$ cat src/hw/rtl/cbc_pkg.sv
// ----------------------------------------------------------------------------
// cbc_pkg
// Types and constants shared by the circle/box contact pipeline.
// ----------------------------------------------------------------------------
package cbc_pkg;

    localparam int POS_W  = 24;
    localparam int EXT_W  = 23;
    localparam int NRM_W  = 16;
    localparam int MAG_W  = 25;
    localparam int SQ_W   = 51;
    localparam int LEN_W  = 26;
    localparam int QUO_W  = 15;
    localparam int NUM_W  = MAG_W + QUO_W + 1;
    localparam int SHF_W  = 5;

    localparam int ONE_Q14 = 16384;
    localparam int POS_MAX = 8388607;
    localparam int POS_MIN = -8388608;

    localparam int FRONT_STAGES = 8;
    localparam int SQRT_STAGES  = 26;
    localparam int DIV_STAGES   = 15;

    typedef struct packed {
        logic signed [POS_W-1:0] circle_x;
        logic signed [POS_W-1:0] circle_y;
        logic        [EXT_W-1:0] radius;
        logic signed [POS_W-1:0] box_x;
        logic signed [POS_W-1:0] box_y;
        logic        [EXT_W-1:0] half_w;
        logic        [EXT_W-1:0] half_h;
    } req_t;

    typedef struct packed {
        logic                    hit;
        logic signed [POS_W-1:0] point_x;
        logic signed [POS_W-1:0] point_y;
        logic signed [NRM_W-1:0] normal_x;
        logic signed [NRM_W-1:0] normal_y;
    } res_t;

    typedef struct packed {
        logic                    hit;
        logic signed [POS_W-1:0] px;
        logic signed [POS_W-1:0] py;
        logic signed [NRM_W-1:0] nx_ax;
        logic signed [NRM_W-1:0] ny_ax;
        logic                    use_div;
        logic                    sx;
        logic                    sy;
        logic        [MAG_W-1:0] mx;
        logic        [MAG_W-1:0] my;
    } side_t;

endpackage

$ cat src/hw/rtl/cbc_isqrt.sv
// ----------------------------------------------------------------------------
// cbc_isqrt
// Pipelined integer square root, one result bit per stage.
// ----------------------------------------------------------------------------
module cbc_isqrt (
    input  logic                       clk,
    input  logic                       en,
    input  logic [cbc_pkg::SQ_W-1:0]   n,
    output logic [cbc_pkg::LEN_W-1:0]  root
);
    import cbc_pkg::*;

    localparam int AW = SQ_W + 1;

    logic [AW-1:0] n_reg  [SQRT_STAGES];
    logic [AW-1:0] r_reg  [SQRT_STAGES];
    logic [AW-1:0] n_next [SQRT_STAGES];
    logic [AW-1:0] r_next [SQRT_STAGES];

    genvar k;
    generate
        for (k = 0; k < SQRT_STAGES; k++)
        begin : g_stg
            localparam logic [AW-1:0] BITV = AW'(1) << (2 * (SQRT_STAGES - 1 - k));
            logic [AW-1:0] n_in;
            logic [AW-1:0] r_in;
            logic [AW-1:0] sum;
            if (k == 0)
            begin : g_first
                assign n_in = {1'b0, n};
                assign r_in = '0;
            end
            else
            begin : g_rest
                assign n_in = n_reg[k-1];
                assign r_in = r_reg[k-1];
            end
            always_comb
            begin
                sum = r_in + BITV;
                if (n_in >= sum)
                begin
                    n_next[k] = n_in - sum;
                    r_next[k] = (r_in >> 1) + BITV;
                end
                else
                begin
                    n_next[k] = n_in;
                    r_next[k] = r_in >> 1;
                end
            end
        end
    endgenerate

    always_ff @(posedge clk)
    begin
        if (en)
        begin
            for (int i = 0; i < SQRT_STAGES; i++)
            begin
                n_reg[i] <= n_next[i];
                r_reg[i] <= r_next[i];
            end
        end
    end

    assign root = r_reg[SQRT_STAGES-1][LEN_W-1:0];

endmodule

$ cat config.mk
export PLATFORM = sky130hd
export DESIGN_NAME = cbc_isqrt
export DESIGN_NICKNAME = d
export VERILOG_FILES = /design/src/hw/rtl/cbc_pkg.sv /design/src/hw/rtl/cbc_isqrt.sv
export SDC_FILE = /design/constraint.sdc
export NUM_CORES = 2
export LEC_CHECK = 0
export ABC_AREA = 1
export BUFFER_PORTS_ARGS = -buffer_cell sky130_fd_sc_hd__buf_2
export CAP_MARGIN = 20
export CELL_PAD_IN_SITES_DETAIL_PLACEMENT = 1
export CELL_PAD_IN_SITES_GLOBAL_PLACEMENT = 2
export CORE_MARGIN = 3
export CORE_UTILIZATION = 36
export CTS_CLUSTER_DIAMETER = 150
export DETAILED_ROUTE_END_ITERATION = 8
export PLACE_DENSITY_LB_ADDON = 0.1
export SYNTH_ARGS = -nofsm -noshare
export SYNTH_HDL_FRONTEND = slang
export SYNTH_SLANG_ARGS = --single-unit
$ cat constraint.sdc
create_clock -name clk -period 2 [get_ports clk]
set_input_delay 0.2 -clock clk [delete_from_list [all_inputs] [get_ports clk]]
set_output_delay 0.2 -clock clk [all_outputs]
set_load 0.02 [all_outputs]
==> reports/results.ini <==
[run_status]
status=finished, violations left
violations=negative setup slack

[logic_synthesis]
ys_ff_latch=1651
async_flop_share_pct=0
synthCells=10963
synth_warnings=0
syn-cell-area_um2=93900
synth_top_area_share_pct=52.8
synthDistinctLibCells=55
yosysSeqAreaShare_pct=52.8
synth.area.top_cells=edfxtp_1 53%, nand2_1 14%, inv_1 7.1%
yosysMostFrequentCell=nand2_1
syn_avg_cell_area_um2=8.57
ys_top_cells_by_count=3465 x nand2_1, 1780 x inv_1, 1651 x edfxtp_1
synth_flop_cell=edfxtp_1
yosysTopAreaCell=edfxtp_1
synth_edf_count=1651

[setup_path]
path_cells=ha_4, nand2_4, nor2_4, nand2_2, nor3_4, nand2_4, nand3_4, clkinv_8, buf_12, buf_12, a21oi_4
cp_max_fo=8
crit_slowest_cell=edfxtp_1
r2r_cells=11
critPathCaptureType=register
critPathArrivalTime_ps=3150
startpoint=n_reg[1][337]
cp-start-kind=register
r2r_start=n_reg[1][337]
timing.reg2reg.setup_slack_ps=-510
reg2reg_to=n_reg[1][411]
crit_end=n_reg[1][411]
required_ps=2630
slowest_delay_ps=460
path_class=reg -> reg

[global_routing]
antenna_found_initial=6
grt_max_degree=83
grt_first_pass_wirelength_um=592000
grt_overflow_total=0
grtUsageTotal_pct=29.2
grt_pass1_vias=95856

[placement]
dp_hpwl_um=310000
gp_congestion=0.940
place_area_um2=124000
portBuffers=78

[floorplanning]
die_area_um2=267000
initial_utilization_pct=36.4
die_w_um=517
chipHeight_um=517
io_pins=79
core_um2=258000
rows=186

[drt]
vias=92413
ant_nets=0
routed_wirelength_um=419000
viasPerCell=4.99
drc_errors=0
drtPass1Iterations=5
wire_per_inst_um=22.6
drt_iter0_drc=5934

[cts]
cts_max_path_buffers=4
numCtsBuffers=199
root_buffer=clkbuf_16
clkLatencyLatePin_ps=940
cts_tree=yes
htreeDepth=4
clock_sinks=1651
clk_pin_slew_worst_paths_ps=60

[sta]
final-hold-violation-count=0
setup_viol=658
skew_ps=120
slew_viol_final=0
slew_headroom_pct=60.0
finalWorstSetupSlack_ps=-515
fin_crit_ps=2510
rsz0062_at_grt=true
worstMarginPinSlew_ps=598
fmax_ghz=0.398
tns_ps=-200780
fin_hold_ws_ps=421
fin_crit_sh_pct=126

[cells_and_area]
area_growth_pct=59.1
fin_nets=15395
fillCellCount=28952
fin_util_pct=57.9
largest_register_ffs=1300
drive_gt1_share_pct=44.5
stdcell_area_um2=149000

[power]
p_leak_uw=0.0671
p_per_area_nw_per_um2=949
power.total_uw=142000
vdd_ir_drop_max_mv=0.843

[min_path]
hold_class=reg -> reg

[job]
max-cap-violations=0

==> cells by family after synthesis <==
group,after synthesis,synth area share [%]
fa+ha+maj,373,4.97
other cells,1,0.00399
compound gates,860,5.38
buf+inv,1881,7.90
simple gates,5878,26.0
xor+xnor,319,2.97
flops,1651,52.8
==> where the power goes <==
part	leakage (uW)	switching, uW	internal [uW]	total [uW]
clock network	0.00312	15400	21600	37000
registers	0.0159	3840	43700	47500
logic	0.0481	30900	26500	57400
==> metal layers <==
metal	wire (um)	track usage [%]
met3	18300	3.63
met1	184000	39.2
met5	0	0
met4	13600	7.71
met2	203000	49.8
==> per-stage QoR <==
stage / cells / setup slack, ps
after floorplan: 10964 / -86.6
after global placement: 17338 / -1080
after detailed placement: 17338 / -1020
after CTS: 18084 / -414
after global routing: 18503 / -607
final: 18506 / -515
==> timing repair <==
action / 4_1_cts / 5_1_grt
pin swaps: 338 / 668
gates resized for setup: 1226 / 2084
buffers inserted: 274 / 418
hold buffers: 103 / 0
setup endpoints to repair: 666 / 673
endpoints found under the hold margin: 155 / 0
cloned: 40 / 26
==> worst max-delay path, delay by kind of cell (launching register included) <==
family | cells | cell delay (ps)
fa+ha+maj | 1 | 350
flops | 1 | 460
simple gates | 6 | 870
buf+inv | 3 | 440
compound gates | 1 | 180
==> worst min path at each step <==
stage / cells past startpoint / end / slack [ps] / start
final: 0 / n_reg[1][264] / 420 / n_reg[1][212]
after global routing: 2 / n_reg[0][761] / 390 / en
after CTS: 2 / n_reg[0][761] / 380 / en
after detailed placement: 1 / n_reg[0][39] / 380 / n[39]
after global placement: 1 / r_reg[0][50] / 380 / n[50]
after floorplan: 0 / n_reg[0][0] / 300 / n[0]
==> layout by cell type, fill, tap and decap left out, drive strengths merged, types with 2 or more instances in the layout <==
master	n
and2	10
nand4	219
diode	6
and3	6
xor2	161
clkbuf	244
a31oi	3
nor4	81
o21ai	332
or2	19
nor3	147
bufinv	25
a21o	17
clkinv	81
a211oi	7
clkinvlp	14
conb	2
nand3	589
a21boi	11
o21bai	14
ha	373
edfxtp	1651
nor3b	8
nor2	1253
nand2	3488
o211ai	14
o21a	11
nand3b	62
inv	1810
xnor2	158
a22oi	3
a21oi	446
buf	3749
dlygate4sd3	103
==> layout make-up <==
type                       instances  area, um^2  share of cell area, %
timing repair buffer            3869       32000                   21.4
multi-input combinational       7438       50100                   33.5
inverter                        1798        6890                   4.61
timing repair inverter            12         195                  0.131
clock inverter                   120        1330                  0.887
clock buffer                     228        5130                   3.43
sequential                      1651       49600                   33.2
tap                             3384        4230                   2.83
antenna                            6        15.0                 0.0100
No activity file was read; power rests on OpenSTA's default activity.
