$ cat config.mk
export PLATFORM = sky130hd
export DESIGN_NAME = cbc_div
export DESIGN_NICKNAME = d
export VERILOG_FILES = /design/src/hw/rtl/cbc_pkg.sv /design/src/hw/rtl/cbc_div.sv
export SDC_FILE = /design/constraint.sdc
export NUM_CORES = 2
export LEC_CHECK = 0
export BUFFER_PORTS_ARGS = -buffer_cell sky130_fd_sc_hd__buf_2
export CELL_PAD_IN_SITES_DETAIL_PLACEMENT = 1
export CELL_PAD_IN_SITES_GLOBAL_PLACEMENT = 2
export CORE_AREA = 2 2 382 384
export DETAILED_ROUTE_END_ITERATION = 6
export DIE_AREA = 0 0 384 386
export GPL_TIMING_DRIVEN = 0
export PLACE_DENSITY = 0.87
export SLEW_MARGIN = 20
export SYNTH_ARGS = -nofsm -noshare
export SYNTH_HDL_FRONTEND = slang
export SYNTH_SLANG_ARGS = --single-unit
$ cat constraint.sdc
create_clock -name clk -period 5.56 [get_ports clk]
set_clock_uncertainty 0.2 [all_clocks]
set_input_delay 0.556 -clock clk [delete_from_list [all_inputs] [get_ports clk]]
set_output_delay 0.556 -clock clk [all_outputs]
set_load 0.05 [all_outputs]
$ cat src/hw/rtl/cbc_pkg.sv
// ----------------------------------------------------------------------------
// cbc_pkg
// Types and constants shared by the circle/box contact pipeline.
// ----------------------------------------------------------------------------
package cbc_pkg;

    localparam int POS_W  = 24;
    localparam int EXT_W  = 23;
    localparam int NRM_W  = 16;
    localparam int MAG_W  = 25;
    localparam int SQ_W   = 51;
    localparam int LEN_W  = 26;
    localparam int QUO_W  = 15;
    localparam int NUM_W  = MAG_W + QUO_W + 1;
    localparam int SHF_W  = 5;

    localparam int ONE_Q14 = 16384;
    localparam int POS_MAX = 8388607;
    localparam int POS_MIN = -8388608;

    localparam int FRONT_STAGES = 8;
    localparam int SQRT_STAGES  = 26;
    localparam int DIV_STAGES   = 15;

    typedef struct packed {
        logic signed [POS_W-1:0] circle_x;
        logic signed [POS_W-1:0] circle_y;
        logic        [EXT_W-1:0] radius;
        logic signed [POS_W-1:0] box_x;
        logic signed [POS_W-1:0] box_y;
        logic        [EXT_W-1:0] half_w;
        logic        [EXT_W-1:0] half_h;
    } req_t;

    typedef struct packed {
        logic                    hit;
        logic signed [POS_W-1:0] point_x;
        logic signed [POS_W-1:0] point_y;
        logic signed [NRM_W-1:0] normal_x;
        logic signed [NRM_W-1:0] normal_y;
    } res_t;

    typedef struct packed {
        logic                    hit;
        logic signed [POS_W-1:0] px;
        logic signed [POS_W-1:0] py;
        logic signed [NRM_W-1:0] nx_ax;
        logic signed [NRM_W-1:0] ny_ax;
        logic                    use_div;
        logic                    sx;
        logic                    sy;
        logic        [MAG_W-1:0] mx;
        logic        [MAG_W-1:0] my;
    } side_t;

endpackage

$ cat src/hw/rtl/cbc_div.sv
// ----------------------------------------------------------------------------
// cbc_div
// Pipelined restoring divider: round(m * 16384 / len), one quotient bit per stage.
// ----------------------------------------------------------------------------
module cbc_div (
    input  logic                       clk,
    input  logic                       en,
    input  logic [cbc_pkg::MAG_W-1:0]  m,
    input  logic [cbc_pkg::LEN_W-1:0]  len,
    output logic [cbc_pkg::QUO_W-1:0]  q
);
    import cbc_pkg::*;

    localparam int DW = LEN_W + 1;

    logic [NUM_W-1:0] rem_reg  [DIV_STAGES];
    logic [DW-1:0]    d_reg    [DIV_STAGES];
    logic [QUO_W-1:0] q_reg    [DIV_STAGES];
    logic [NUM_W-1:0] rem_next [DIV_STAGES];
    logic [DW-1:0]    d_next   [DIV_STAGES];
    logic [QUO_W-1:0] q_next   [DIV_STAGES];

    genvar j;
    generate
        for (j = 0; j < DIV_STAGES; j++)
        begin : g_stg
            logic [NUM_W-1:0] rem_in;
            logic [DW-1:0]    d_in;
            logic [QUO_W-1:0] q_in;
            logic [NUM_W-1:0] dsh;
            if (j == 0)
            begin : g_first
                assign rem_in = NUM_W'({m, QUO_W'(0)}) + NUM_W'(len);
                assign d_in   = {len, 1'b0};
                assign q_in   = '0;
            end
            else
            begin : g_rest
                assign rem_in = rem_reg[j-1];
                assign d_in   = d_reg[j-1];
                assign q_in   = q_reg[j-1];
            end
            always_comb
            begin
                dsh       = NUM_W'(d_in) << (DIV_STAGES - 1 - j);
                d_next[j] = d_in;
                if (rem_in >= dsh)
                begin
                    rem_next[j] = rem_in - dsh;
                    q_next[j]   = {q_in[QUO_W-2:0], 1'b1};
                end
                else
                begin
                    rem_next[j] = rem_in;
                    q_next[j]   = {q_in[QUO_W-2:0], 1'b0};
                end
            end
        end
    endgenerate

    always_ff @(posedge clk)
    begin
        if (en)
        begin
            for (int i = 0; i < DIV_STAGES; i++)
            begin
                rem_reg[i] <= rem_next[i];
                d_reg[i]   <= d_next[i];
                q_reg[i]   <= q_next[i];
            end
        end
    end

    assign q = q_reg[DIV_STAGES-1];

endmodule

==> load_flow_metrics.sql <==
INSERT INTO impl_metrics (metric_group, metric, value, unit) VALUES
('status', 'outcome', 'finished clean', ''),
('cts', 'cts_sinks', '939', ''),
('sta', 'period_utilization_post_route', '96.21', '%'),
('floorplan', 'chip_height', '386', 'um'),
('global_route', 'grt.overflow.total', '0', ''),
('pwr', 'power_density', '521.2', 'nW/um2'),
('synth', 'synth_top_flop_cell', 'edfxtp_1', ''),
('sta', 'unrepaired_setup_endpoints_after_global_routing', 'no', ''),
('cells_and_area', 'postLayoutCellArea', '62680', 'um2'),
('synth', 'synthesis.area', '55860', 'um2'),
('sta', 'final_max_slew_viol_count', '0', ''),
('global_route', 'gr-usage-all-layers', '20.98', '%'),
('cts', 'clk_latency', '0.75', 'ns'),
('cts', 'worst_setup_hold_path_clk_slew', '0.06', 'ns'),
('sta', 'fmax', '186.9', 'MHz'),
('sta', 'setup_total_negative_slack', '0', 'ns'),
('sta', 'period_minus_slack', '5.349', 'ns'),
('synth', 'syn-mean-instance-area', '10.61', 'um2'),
('hold_path', 'min_path_type', 'in2reg', ''),
('floorplan', 'core', '144500', 'um2'),
('global_route', 'initial_antenna_violation_count', '1', ''),
('cts', 'htree_levels', '3', ''),
('cts', 'clock_tree_from_tritoncts', 'done', ''),
('cells_and_area', 'area_growth_syn_to_layout', '12.20', '%'),
('worst_setup_path', 'rrSetupSlack', '0.40', 'ns'),
('placed_design', 'dp_hpwl', '122000', 'um'),
('placed_design', 'placement.cell_area', '58820', 'um2'),
('worst_setup_path', 'cp.arrival', '5.62', 'ns'),
('global_route', 'grt.met2_usage', '35.59', '%'),
('sta', 'slew_headroom', '22.39', '%'),
('synth', 'postSynth.asyncResetShare', '0', '%'),
('drt', 'route.detailed.vias_per_inst', '5.503', ''),
('worst_setup_path', 'worstSetupStartpointType', 'input pin', ''),
('sta', 'report.final.setup_viol', '0', ''),
('floorplan', 'die-area', '148200', 'um2'),
('synth', 'synth_enable_flop_cells', '939', ''),
('drt', 'remaining_drc_errors', '0', ''),
('drt', 'detailedRoute.firstIterationViolations', '2588', ''),
('worst_setup_path', 'timing.setup.critical_path_class', 'in2reg', ''),
('pwr', 'peakVddDrop', '331.2', 'uV'),
('global_route', 'grt_use_met3', '2.938', '%'),
('cells_and_area', 'number_of_flip_flops_in_the_largest_register', '574', ''),
('drt', 'routed_wirelength', '156600', 'um'),
('drt', 'routed_wire_length_per_instance', '20.95', 'um'),
('sta', 'hold_viol_final', '0', ''),
('synth', 'yosysUniqueCellTypes', '83', ''),
('floorplan', 'initial_core_util', '38.65', '%'),
('placed_design', 'globalplace.congestion', '0.9123', ''),
('sta', 'tightest_slew', '1.148', 'ns'),
('drt', 'detail_route.first_pass.iterations', '5', ''),
('worst_setup_path', 'worst-path-max-fanout', '19', ''),
('cells_and_area', 'fin_nets', '5937', ''),
('synth', 'seq_area_frac_synth', '50.48', '%'),
('cts', 'cts_made_buffers', '105', ''),
('synth', 'syn_inst_count', '5263', ''),
('global_route', 'globalRouteMet1Util', '27.48', '%'),
('synth', 'synth.yosys.warnings', '0', ''),
('cts', 'deepest_clock_path_buffer_count', '3', ''),
('synth', 'total_of_flip_flops_plus_latches_after_synthesis', '939', ''),
('job', 'max_cap_violations', '0', ''),
('sta', 'fin_hold_ws', '0.04322', 'ns'),
('synth', 'synth_fp_nets', '5731', ''),
('global_route', 'grt_busiest_layer', 'met2', ''),
('cells_and_area', 'layout-drive-gt1-share', '6.477', '%'),
('global_route', 'grt_start_max_net_pins', '149', ''),
('floorplan', 'ioPinCount', '68', ''),
('drt', 'antenna_left', '0', ''),
('global_route', 'grt_pass1_wl', '243600', 'um'),
('worst_setup_path', 'critPathRequiredTime', '5.83', 'ns'),
('worst_setup_path', 'cp-end-kind', 'register', ''),
('cells_and_area', 'antenna_cells', '0', ''),
('cts', 'clock-root-buffer', 'clkbuf_16', ''),
('drt', 'vias', '41140', ''),
('floorplan', 'placement_rows', '140', ''),
('floorplan', 'chipWidth', '384', 'um'),
('pwr', 'p_leak', '24.81', 'nW'),
('global_route', 'grt_pass1_vias', '42290', ''),
('placed_design', 'port_buffers', '67', '');
-- final cells by class --
class                   count  area, um2
flip-flops and latches    939      28200
fillers                 15970      81840
plain buffers             131      538.0
clock inverters            82      905.9
well taps                1917       2399
multi-input cells        3700      25320
repair buffers            101      810.8
clock buffers             114       2661
inverters                 491       1843
-- cells by family after synthesis --
kind of cell	share of synthesized area, %
AO/OA/AOI/OAI	15.97
AND/OR/NAND/NOR	12.26
multiplexers	1.355
flip-flops	50.48
adder cells (fa/ha/maj)	9.497
XOR/XNOR	6.177
buffers and inverters	4.269
-- what timing repair did --
| action | 4_1_cts | 5_1_grt |
|---|---|---|
| hold buffers | 26 | 0 |
| setup endpoints to repair | 19 | 17 |
| gates resized for setup | 5 | 2 |
| pin swaps | 1 | 1 |
| setup buffers | 0 | 1 |
| endpoints found under the hold margin | 26 | 0 |
-- worst max-delay path, cell delays in order --
cell	delay (ns)
dlygate4sd3_1	0.53
buf_2	0.18
ha_1	0.23
nor2_1	0.14
nand2_1	0.07
a21o_1	0.18
a31o_2	0.26
a21oi_1	0.28
nor2_1	0.09
xor2_1	0.31
ha_1	0.36
and3_1	0.20
and2_1	0.15
a221o_1	0.36
o31ai_2	0.34
o21ba_2	0.20
a21oi_1	0.07
a211o_2	0.44
clkbuf_4	0.31
mux2_2	0.33
-- placed cells by master, fill, tap and decap left out, types with 22 or more instances in the layout --
cell / netlist / final
nor3_1: 79 / 78
or3_1: 27 / 27
a21o_1: 175 / 175
edfxtp_1: 939 / 939
o21bai_1: 36 / 36
o31ai_1: 36 / 35
ha_1: 400 / 400
a211oi_1: 52 / 52
nor4_1: 48 / 48
nor4b_1: 22 / 22
nand2b_1: 63 / 63
clkinv_1: 2 / 31
xnor2_1: 229 / 229
nor2b_1: 69 / 69
clkbuf_1: 117 / 123
a21oi_1: 453 / 453
clkbuf_16: 0 / 105
nor2_1: 351 / 351
o21ai_0: 354 / 354
nand2_1: 410 / 410
nand4_1: 59 / 59
dlygate4sd3_1: 0 / 26
o211ai_1: 40 / 40
buf_2: 9 / 75
mux2_2: 61 / 61
nand3_1: 98 / 98
and2_1: 24 / 24
xor2_1: 165 / 165
a31oi_1: 38 / 38
and3_1: 49 / 49
o21a_1: 53 / 52
inv_1: 489 / 489
-- through the flow --
stage	instances	power, mW	utilization, %	setup WS [ns]
floorplan	5263	21.22	-	0.3217
global placement	7247	25.15	40.55	-10.21
detailed placement	7254	25.33	40.70	-1.561
CTS	7474	32.74	43.36	0.09321
global route	7475	34.85	43.37	0.03691
finish	7475	32.67	43.37	0.2107
-- Yosys cell counts, drive strengths merged, types with 40 or more instances --
library cell | number | area, um2
nand2 | 410 | 1539
o21ai | 361 | 1807
nor2 | 351 | 1318
a211oi | 52 | 390.4
xor2 | 165 | 1445
o21a | 53 | 397.9
a21o | 175 | 1314
nor3 | 80 | 405.4
nand2b | 63 | 394.1
mux2 | 61 | 686.9
nand4 | 59 | 369.1
ha | 400 | 5005
edfxtp | 939 | 28200
a21oi | 453 | 2267
o211ai | 40 | 300.3
clkbuf | 118 | 444.2
nand3 | 98 | 490.5
and3 | 49 | 306.5
xnor2 | 229 | 2006
nor2b | 69 | 431.7
nor4 | 48 | 300.3
inv | 489 | 1836
-- per-layer routing --
metal / up-vias / wire (um)
met2: 785 / 74550
met5: - / 13
met4: 2 / 4805
met1: 20340 / 70670
li1: 19800 / -
met3: 212 / 6529
-- final timing paths --
| check | start | end | cells past startpoint |
|---|---|---|---|
| setup / recovery | len[22] | rem_reg[0][36]$_DFFE_PP_ | 20 |
| hold reg to reg | d_reg[1][120]$_DFFE_PP_ | d_reg[1][147]$_DFFE_PP_ | 0 |
| setup reg to reg | rem_reg[0][192]$_DFFE_PP_ | rem_reg[0][220]$_DFFE_PP_ | 12 |
| hold / removal | en | q_reg[1][94]$_DFFE_PP_ | 1 |
-- power by group --
part	switching, mW	total, mW	leakage [nW]	internal (mW)
clock	3.00	7.18	1.73	4.18
sequential	1.33	11.7	9.08	10.3
combinational	8.22	13.8	14.0	5.58
total	12.6	32.7	24.8	20.1
Note: power is estimated with default switching activity, not from simulation.
